===== config.mk =====
export PLATFORM = sky130hd
export DESIGN_NAME = depth_roi_centroid
export DESIGN_NICKNAME = d
export VERILOG_FILES = /design/src/rtl/drc_pkg.sv /design/src/rtl/drc_divider.sv /design/src/rtl/depth_roi_centroid.sv
export SDC_FILE = /design/constraint.sdc
export NUM_CORES = 2
export LEC_CHECK = 0
export CAP_MARGIN = 15
export CORE_MARGIN = 4
export CORE_UTILIZATION = 50
export CTS_CLUSTER_SIZE = 24
export DETAILED_ROUTE_END_ITERATION = 16
export DONT_BUFFER_PORTS = 1
export PLACE_DENSITY = 0.71
export RECOVER_POWER = 100
export SETUP_SLACK_MARGIN = 0.02
export SLEW_MARGIN = 30
export SYNTH_ARGS = -nofsm -noshare
export SYNTH_HDL_FRONTEND = slang
export SYNTH_SLANG_ARGS = --single-unit

===== constraint.sdc =====
create_clock -name clock -period 27 [get_ports clock]
set_input_delay 5.4 -clock clock [delete_from_list [all_inputs] [get_ports clock]]
set_output_delay 5.4 -clock clock [all_outputs]
set_load 0.03 [all_outputs]

===== src/rtl/drc_pkg.sv =====
// Shared types, widths and constants for the depth region-of-interest centroid block.
package drc_pkg;

   localparam int COORD_W    = 14;
   localparam int INV_W      = 24;
   localparam int DEPTH_W    = 16;
   localparam int COUNT_W    = 19;
   localparam int SUM_XY_W   = 56;
   localparam int SUM_Z_W    = 32;
   localparam int MUL_A_W    = 30;
   localparam int PROD_W     = MUL_A_W + INV_W;
   localparam int FRAC_SHIFT = 20;
   localparam int TERM_W     = PROD_W - FRAC_SHIFT;
   localparam int DIV_W      = 46;
   localparam int DIV_CNT_W  = $clog2(DIV_W);
   localparam int CSR_IDX_W  = 3;
   localparam int CSR_DATA_W = 24;
   localparam int OUT_W      = 16;

   localparam logic [COUNT_W-1:0] COUNT_MAX = '1;

   localparam logic [CSR_IDX_W-1:0] CSR_PRINCIPAL_X = 3'd0;
   localparam logic [CSR_IDX_W-1:0] CSR_PRINCIPAL_Y = 3'd1;
   localparam logic [CSR_IDX_W-1:0] CSR_INV_FOCAL_X = 3'd2;
   localparam logic [CSR_IDX_W-1:0] CSR_INV_FOCAL_Y = 3'd3;
   localparam logic [CSR_IDX_W-1:0] CSR_DEPTH_LIMIT = 3'd4;

   localparam logic [COORD_W-1:0] PRINCIPAL_X_RESET = 14'd5120;
   localparam logic [COORD_W-1:0] PRINCIPAL_Y_RESET = 14'd3840;
   localparam logic [INV_W-1:0]   INV_FOCAL_RESET   = 24'd33554;
   localparam logic [DEPTH_W-1:0] DEPTH_LIMIT_RESET = 16'd3600;

   localparam logic [OUT_W-1:0] OUT_POS_MAX = 16'h7FFF;
   localparam logic [OUT_W-1:0] OUT_NEG_MIN = 16'h8000;

   typedef enum logic [3:0] {
      S_IDLE,
      S_XA,
      S_XB,
      S_YA,
      S_YB,
      S_ACC,
      S_FIN,
      S_DIV_X,
      S_DIV_Y,
      S_DIV_Z,
      S_OUT
   } state_type;

endpackage


===== src/rtl/drc_divider.sv =====
// Iterative restoring divider that produces one quotient bit per cycle.
module drc_divider
   import drc_pkg::*;
(
   input  logic               clock,
   input  logic               reset,
   input  logic               start,
   input  logic [DIV_W-1:0]   dividend,
   input  logic [COUNT_W-1:0] divisor,
   output logic               done,
   output logic [DIV_W-1:0]   quotient
);

   logic                 busy_ff;
   logic                 done_ff;
   logic [DIV_CNT_W-1:0] cnt_ff;
   logic [COUNT_W-1:0]   rem_ff;
   logic [DIV_W-1:0]     quo_ff;

   logic [COUNT_W:0]   trial;
   logic               ge;
   logic [COUNT_W-1:0] rem_in;
   logic [DIV_W-1:0]   quo_in;

   always_comb begin
      trial  = {rem_ff, quo_ff[DIV_W-1]};
      ge     = trial >= {1'b0, divisor};
      rem_in = ge ? COUNT_W'(trial - {1'b0, divisor}) : trial[COUNT_W-1:0];
      quo_in = {quo_ff[DIV_W-2:0], ge};
   end

   always_ff @(posedge clock) begin
      if (reset) begin
         busy_ff <= 1'b0;
         done_ff <= 1'b0;
         cnt_ff  <= '0;
      end else begin
         done_ff <= 1'b0;
         if (start) begin
            busy_ff <= 1'b1;
            cnt_ff  <= '0;
         end else if (busy_ff) begin
            cnt_ff <= cnt_ff + 1'b1;
            if (cnt_ff == DIV_CNT_W'(DIV_W - 1)) begin
               busy_ff <= 1'b0;
               done_ff <= 1'b1;
            end
         end
      end
   end

   always_ff @(posedge clock) begin
      if (start) begin
         rem_ff <= '0;
         quo_ff <= dividend;
      end else if (busy_ff) begin
         rem_ff <= rem_in;
         quo_ff <= quo_in;
      end
   end

   assign done     = done_ff;
   assign quotient = quo_ff;

endmodule


===== src/rtl/depth_roi_centroid.sv =====
// Top level: pinhole back-projection and centroid of the valid depth pixels of a box.
// A valid pixel holds the block through S_XA, S_XB, S_YA, S_YB and S_ACC; a skipped pixel
// is dropped in S_IDLE. The last pixel of a box adds three divisions on the shared divider
// (none for an empty box) before the result is presented.
// One shared 30x24 multiplier serves both axes in four passes per valid pixel.
// Reset restores the default camera registers and clears all accumulators.
module depth_roi_centroid
   import drc_pkg::*;
#(
   parameter int IMAGE_WIDTH  = 640,
   parameter int IMAGE_HEIGHT = 480
) (
   input  logic                  clock,
   input  logic                  reset,
   input  logic                  req_valid,
   output logic                  req_ready,
   input  logic [9:0]            req_pixel_col,
   input  logic [8:0]            req_pixel_row,
   input  logic [DEPTH_W-1:0]    req_depth_mm,
   input  logic                  req_last_in_box,
   output logic                  rsp_valid,
   input  logic                  rsp_ready,
   output logic signed [OUT_W-1:0] rsp_center_x,
   output logic signed [OUT_W-1:0] rsp_center_y,
   output logic signed [OUT_W-1:0] rsp_center_z,
   output logic                  rsp_found,
   input  logic                  csr_valid,
   output logic                  csr_ready,
   input  logic [CSR_IDX_W-1:0]  csr_index,
   input  logic [CSR_DATA_W-1:0] csr_wdata
);

   localparam logic [12:0] COL_LIM = 13'(IMAGE_WIDTH);
   localparam logic [12:0] ROW_LIM = 13'(IMAGE_HEIGHT);

   state_type state_ff, state_in;

   logic [COORD_W-1:0] principal_x_ff, principal_y_ff;
   logic [INV_W-1:0]   inv_x_ff, inv_y_ff;
   logic [DEPTH_W-1:0] limit_ff;

   logic [9:0]         col_ff;
   logic [8:0]         row_ff;
   logic [DEPTH_W-1:0] depth_ff;
   logic               last_ff;

   logic [SUM_XY_W-1:0] sum_x_ff, sum_y_ff;
   logic [SUM_Z_W-1:0]  sum_z_ff;
   logic [COUNT_W-1:0]  count_ff;
   logic [PROD_W-1:0]   prod_ff;
   logic [OUT_W-1:0]    qx_ff, qy_ff, qz_ff;

   logic               rsp_valid_ff;
   logic [OUT_W-1:0]   rsp_x_ff, rsp_y_ff, rsp_z_ff;
   logic               rsp_found_ff;

   logic               accept;
   logic               ok_now;
   logic [COORD_W-1:0] pos_x, pos_y, mag_x, mag_y;
   logic               neg_x, neg_y;
   logic [MUL_A_W-1:0] mul_a;
   logic [INV_W-1:0]   mul_b;
   logic [PROD_W-1:0]  mul_p;
   logic [SUM_XY_W-1:0] term;
   logic [SUM_Z_W:0]   sum_z_wide;
   logic [SUM_XY_W-1:0] abs_x, abs_y;
   logic               sneg_x, sneg_y;
   logic               div_start, div_done;
   logic [DIV_W-1:0]   div_dividend, div_quo;
   logic               load_rsp;
   logic [OUT_W-1:0]   sat_neg, sat_pos;

   assign csr_ready = 1'b1;
   assign req_ready = (state_ff == S_IDLE);
   assign accept    = req_valid && req_ready;

   assign ok_now = (req_depth_mm != '0) && (req_depth_mm < limit_ff) &&
                   ({3'b0, req_pixel_col} < COL_LIM) && ({4'b0, req_pixel_row} < ROW_LIM) &&
                   (count_ff != COUNT_MAX);

   always_comb begin
      pos_x = {col_ff, 4'b0};
      pos_y = {row_ff[8:0], 5'b0} >> 1;
      neg_x = pos_x < principal_x_ff;
      neg_y = pos_y < principal_y_ff;
      mag_x = neg_x ? COORD_W'(principal_x_ff - pos_x) : COORD_W'(pos_x - principal_x_ff);
      mag_y = neg_y ? COORD_W'(principal_y_ff - pos_y) : COORD_W'(pos_y - principal_y_ff);
   end

   always_comb begin
      case (state_ff)
         S_XA: begin
            mul_a = MUL_A_W'(mag_x);
            mul_b = INV_W'(depth_ff);
         end
         S_XB: begin
            mul_a = prod_ff[MUL_A_W-1:0];
            mul_b = inv_x_ff;
         end
         S_YA: begin
            mul_a = MUL_A_W'(mag_y);
            mul_b = INV_W'(depth_ff);
         end
         default: begin
            mul_a = prod_ff[MUL_A_W-1:0];
            mul_b = inv_y_ff;
         end
      endcase
      mul_p = PROD_W'(mul_a) * PROD_W'(mul_b);
      term  = SUM_XY_W'(prod_ff[PROD_W-1:FRAC_SHIFT]);
      sum_z_wide = {1'b0, sum_z_ff} + (SUM_Z_W + 1)'(depth_ff);
   end

   always_comb begin
      sneg_x = sum_x_ff[SUM_XY_W-1];
      sneg_y = sum_y_ff[SUM_XY_W-1];
      abs_x  = sneg_x ? SUM_XY_W'(-sum_x_ff) : sum_x_ff;
      abs_y  = sneg_y ? SUM_XY_W'(-sum_y_ff) : sum_y_ff;
      case (state_ff)
         S_FIN:   div_dividend = abs_x[DIV_W+7:8];
         S_DIV_X: div_dividend = abs_y[DIV_W+7:8];
         default: div_dividend = DIV_W'(sum_z_ff);
      endcase
      sat_neg = (div_quo > DIV_W'(32768)) ? OUT_NEG_MIN : OUT_W'(~div_quo[OUT_W-1:0] + 1'b1);
      sat_pos = (div_quo > DIV_W'(32767)) ? OUT_POS_MAX : div_quo[OUT_W-1:0];
   end

   always_comb begin
      state_in  = state_ff;
      div_start = 1'b0;
      load_rsp  = 1'b0;
      case (state_ff)
         S_IDLE: begin
            if (req_valid) begin
               if (ok_now) begin
                  state_in = S_XA;
               end else if (req_last_in_box) begin
                  state_in = S_FIN;
               end
            end
         end
         S_XA: state_in = S_XB;
         S_XB: state_in = S_YA;
         S_YA: state_in = S_YB;
         S_YB: state_in = S_ACC;
         S_ACC: state_in = last_ff ? S_FIN : S_IDLE;
         S_FIN: begin
            if (count_ff == '0) begin
               state_in = S_OUT;
            end else begin
               div_start = 1'b1;
               state_in  = S_DIV_X;
            end
         end
         S_DIV_X: begin
            if (div_done) begin
               div_start = 1'b1;
               state_in  = S_DIV_Y;
            end
         end
         S_DIV_Y: begin
            if (div_done) begin
               div_start = 1'b1;
               state_in  = S_DIV_Z;
            end
         end
         S_DIV_Z: begin
            if (div_done) begin
               state_in = S_OUT;
            end
         end
         S_OUT: begin
            if (!rsp_valid_ff || rsp_ready) begin
               load_rsp = 1'b1;
               state_in = S_IDLE;
            end
         end
         default: state_in = S_IDLE;
      endcase
   end

   always_ff @(posedge clock) begin
      if (reset) begin
         state_ff <= S_IDLE;
      end else begin
         state_ff <= state_in;
      end
   end

   always_ff @(posedge clock) begin
      if (reset) begin
         principal_x_ff <= PRINCIPAL_X_RESET;
         principal_y_ff <= PRINCIPAL_Y_RESET;
         inv_x_ff       <= INV_FOCAL_RESET;
         inv_y_ff       <= INV_FOCAL_RESET;
         limit_ff       <= DEPTH_LIMIT_RESET;
      end else if (csr_valid && csr_ready) begin
         case (csr_index)
            CSR_PRINCIPAL_X: principal_x_ff <= csr_wdata[COORD_W-1:0];
            CSR_PRINCIPAL_Y: principal_y_ff <= csr_wdata[COORD_W-1:0];
            CSR_INV_FOCAL_X: inv_x_ff       <= csr_wdata[INV_W-1:0];
            CSR_INV_FOCAL_Y: inv_y_ff       <= csr_wdata[INV_W-1:0];
            CSR_DEPTH_LIMIT: limit_ff       <= csr_wdata[DEPTH_W-1:0];
            default: ;
         endcase
      end
   end

   always_ff @(posedge clock) begin
      if (accept) begin
         col_ff   <= req_pixel_col;
         row_ff   <= req_pixel_row;
         depth_ff <= req_depth_mm;
         last_ff  <= req_last_in_box;
      end
      if (state_ff == S_XA || state_ff == S_XB || state_ff == S_YA || state_ff == S_YB) begin
         prod_ff <= mul_p;
      end
      if (state_ff == S_FIN) begin
         qx_ff <= '0;
         qy_ff <= '0;
         qz_ff <= '0;
      end
      if (div_done) begin
         case (state_ff)
            S_DIV_X: qx_ff <= sneg_x ? sat_neg : sat_pos;
            S_DIV_Y: qy_ff <= sneg_y ? sat_neg : sat_pos;
            default: qz_ff <= sat_pos;
         endcase
      end
      if (load_rsp) begin
         rsp_x_ff     <= qx_ff;
         rsp_y_ff     <= qy_ff;
         rsp_z_ff     <= qz_ff;
         rsp_found_ff <= (count_ff != '0);
      end
   end

   always_ff @(posedge clock) begin
      if (reset) begin
         sum_x_ff <= '0;
         sum_y_ff <= '0;
         sum_z_ff <= '0;
         count_ff <= '0;
      end else if (load_rsp) begin
         sum_x_ff <= '0;
         sum_y_ff <= '0;
         sum_z_ff <= '0;
         count_ff <= '0;
      end else if (state_ff == S_YA) begin
         sum_x_ff <= neg_x ? SUM_XY_W'(sum_x_ff - term) : SUM_XY_W'(sum_x_ff + term);
      end else if (state_ff == S_ACC) begin
         sum_y_ff <= neg_y ? SUM_XY_W'(sum_y_ff - term) : SUM_XY_W'(sum_y_ff + term);
         sum_z_ff <= sum_z_wide[SUM_Z_W] ? '1 : sum_z_wide[SUM_Z_W-1:0];
         count_ff <= count_ff + 1'b1;
      end
   end

   always_ff @(posedge clock) begin
      if (reset) begin
         rsp_valid_ff <= 1'b0;
      end else if (load_rsp) begin
         rsp_valid_ff <= 1'b1;
      end else if (rsp_ready) begin
         rsp_valid_ff <= 1'b0;
      end
   end

   drc_divider u_divider (
      .clock    (clock),
      .reset    (reset),
      .start    (div_start),
      .dividend (div_dividend),
      .divisor  (count_ff),
      .done     (div_done),
      .quotient (div_quo)
   );

   assign rsp_valid    = rsp_valid_ff;
   assign rsp_center_x = rsp_x_ff;
   assign rsp_center_y = rsp_y_ff;
   assign rsp_center_z = rsp_z_ff;
   assign rsp_found    = rsp_found_ff;

endmodule


==> results_dict.tcl <==
set metrics [dict create \
    status "complete, but fails checks" \
    violations "capacitance limit, slew limit" \
    synth_area_leaders "fa_1 22%, dfxtp_1 12%, edfxtp_1 9.8%, ha_1 8.5%, nand2_1 6.9%" \
    critPathMaxFanout 62 \
    port_buffers 0 \
    num_vias 48700 \
    synth_cells 6799 \
    gp_congestion 1.00 \
    tritoncts "built" \
    synth_cell_type_count 92 \
    ys_seq_area_share_pct 21.6 \
    synth-edff-count 185 \
    path_class "register to register" \
    ys_warn_count 0 \
    grt_pass1_wl_um 284000 \
    synth-seq-cells 520 \
    core_area_um2 112000 \
    async_flop_share_pct 0 \
    grt_usage_pct 30.8 \
    synthSimpleGateAreaFrac_pct 17.7 \
    max_stage_delay_ps 1780 \
    slew_headroom_pct -187 \
    synthesis.area_um2 56700 \
    synthesis.nets 7872 \
    max_freq_mhz 75.5 \
    synth_top_family_by_area "adder cells" \
    die_x_um 345 \
    tightest_slew_ps 4300 \
    ctsResizeCount 0 \
    synth_xor_xnor_area_share_pct 5.93 \
    finalWirelength_um 183000 \
    startpoint_type "register" \
    gr-total-overflow 0 \
    yosysTopAreaCellShare_pct 21.9 \
    synth-adder-area-share_pct 30.4 \
    r2r_start "state_ff[0]" \
    synthFlopType "dfxtp_1" \
    drt_iter0_markers 4357 \
    crit_family "buffers and inverters" \
    avgSynthCellArea_um2 8.33 \
    crit_path_end_kind "register" \
    cts_buffers 56 \
    dieArea_um2 119000 \
    antenna_found_initial 0 \
    cp_num_buf_inv 8 \
    dp_hpwl_um 139000 \
    fp.dieH_um 345 \
    post_cts.repair.setup_buffers 0 \
    cts_buffer_depth 3 \
    rows 123 \
    synth_area_leader_cell "fa_1" \
    cts_root_buf "clkbuf_16" \
    nets 7640 \
    wl_per_cell_um 22.6 \
    synth_compound_area_share_pct 15.4 \
    final.fill_count 10600 \
    rr_worst_depth 30 \
    viasPerCell 6.00 \
    num_io_pins 120 \
    hold_path_depth 0 \
    cts_sinks 520 \
    slew_violations 700 \
    cts_hold_buffers 0 \
    grt_max_degree 108 \
    grt_pass1_vias 48400 \
    rsz0062_at_grt "false" \
    hold_violations 0 \
    crit_end "prod_ff[50]" \
    setup_violations 0 \
    fin_setup_tns_ps 0 \
    layout-drive-gt1-share_pct 3.73 \
    area_delta_synth_final_pct 5.59 \
    drtAntennaViolNets 0 \
    maxCapViolations 15 \
    synth.area.mux_share_pct 0.718 \
    htree_levels 2 \
    clock_latency_ps 670 \
    drtPass1Iterations 6 \
    crit_start "state_ff[0]" \
    slowest_stage "clkbuf_1" \
    crit_required_ps 27340 \
    mostFrequentLayoutCells "1042 x nand2_1, 854 x inv_1, 620 x fa_1, 507 x nor2_1, 466 x a21oi_1" \
    post-route-period-util_pct 49.1 \
    initial_core_util_pct 50.4 \
    clk_pin_slew_ps 70 \
    crit_cells 30 \
    path_common_cell "fa_1" \
    drc 0 \
    reg2reg_setup_slack_ps 13750 \
    final_common_cell "nand2_1" \
    hold_class "register to register" \
    arrival_ps 13590 \
    regToRegEndpoint "prod_ff[50]" \
    fin_skew_ps 66.1 \
    period_minus_slack_ps 13250 \
]
==> cell type report <==
cell class,instances,area [um^2],area share (%)
Multi-Input combinational cell,5045,39900,66.7
Antenna cell,1,2.50,0.00418
Clock inverter,29,389,0.650
Tap cell,1500,1880,3.14
Sequential cell,520,12300,20.5
Timing Repair Buffer,89,623,1.04
Clock buffer,77,1560,2.61
Inverter,855,3210,5.36
==> cell families after synthesis <==
family	after synthesis
buf+inv	1234
compound gates	1383
fa+ha+maj	1005
flops	520
mux	40
other cells	1
xor+xnor	384
simple gates	2232
==> stage by stage <==
| step | cell area [um^2] | util [%] | std cells | setup WS (ps) | hold slack [ps] |
|---|---|---|---|---|---|
| after floorplan | 56700 | - | 6799 | 17570 | 400 |
| after global placement | 57900 | 51.5 | 8005 | 15610 | 413 |
| after detailed placement | 57900 | 51.5 | 8008 | 15860 | 408 |
| after CTS | 59900 | 53.2 | 8114 | 15790 | 421 |
| after global routing | 59800 | 53.2 | 8115 | 13180 | 427 |
| final | 59800 | 53.2 | 8116 | 13750 | 423 |
==> worst reg2reg max path, delay by kind of cell (launching register included) <==
| family | cells | cell delay, ps |
|---|---|---|
| simple gates | 4 | 860 |
| buf+inv | 8 | 4740 |
| compound gates | 9 | 2840 |
| xor+xnor | 1 | 120 |
| flops | 1 | 360 |
| fa+ha+maj | 8 | 4000 |
==> worst min path at each step <==
| stage | from | to |
|---|---|---|
| after floorplan | qz_ff[15] | rsp_center_z[15] |
| after global placement | qy_ff[1] | rsp_center_y[1] |
| after detailed placement | qz_ff[15] | rsp_center_z[15] |
| after CTS | qz_ff[15] | rsp_center_z[15] |
| after global routing | qz_ff[15] | rsp_center_z[15] |
| final | qz_ff[15] | rsp_center_z[15] |
==> synthesized netlist by cell type, types with 17 or more instances <==
master       n
a211oi_1    49
nor2_1     511
mux2i_1     35
o22ai_1     26
ha_1       385
xnor2_1    238
a22oi_1     24
nand3_1    129
a21o_1     159
nor3_1      73
a22o_1      41
nor4_1      38
clkbuf_1   349
o21ai_0    271
or4_1       17
nand3b_1    24
nor2b_1     23
nand2_1   1045
a211o_1     21
a31oi_1     42
fa_1       620
and3_1      53
buf_1       25
o211ai_1    34
o31ai_1     41
a21oi_1    467
xor2_1     146
or3_1       47
and2_1     112
nand4_1     57
edfxtp_1   185
nand2b_1    41
inv_1      854
dfxtp_1    335
o21bai_1    24
o21a_1      42
==> per-layer routing <==
metal	wire, um	share of wire (%)	track usage [%]
met5	0	0	0
met4	10800	5.9	15.1
met3	17300	9.4	6.11
met2	83000	45	49.4
met1	72300	39	39.9
==> flip-flops by register name (all words and copies together), names as in the netlist, 16 cells and up <==
register            flops
sum_x_ff               56
sum_y_ff               56
prod_ff                54
u_divider.quotient     46
sum_z_ff               32
inv_x_ff               24
inv_y_ff               24
count_ff               19
u_divider.rem_ff       19
depth_ff               16
limit_ff               16
qx_ff                  16
qy_ff                  16
qz_ff                  16
rsp_center_x           16
rsp_center_y           16
rsp_center_z           16
Power is not shown: default switching activity piles up to over one toggle a cycle in this logic, so the estimate is an artifact.
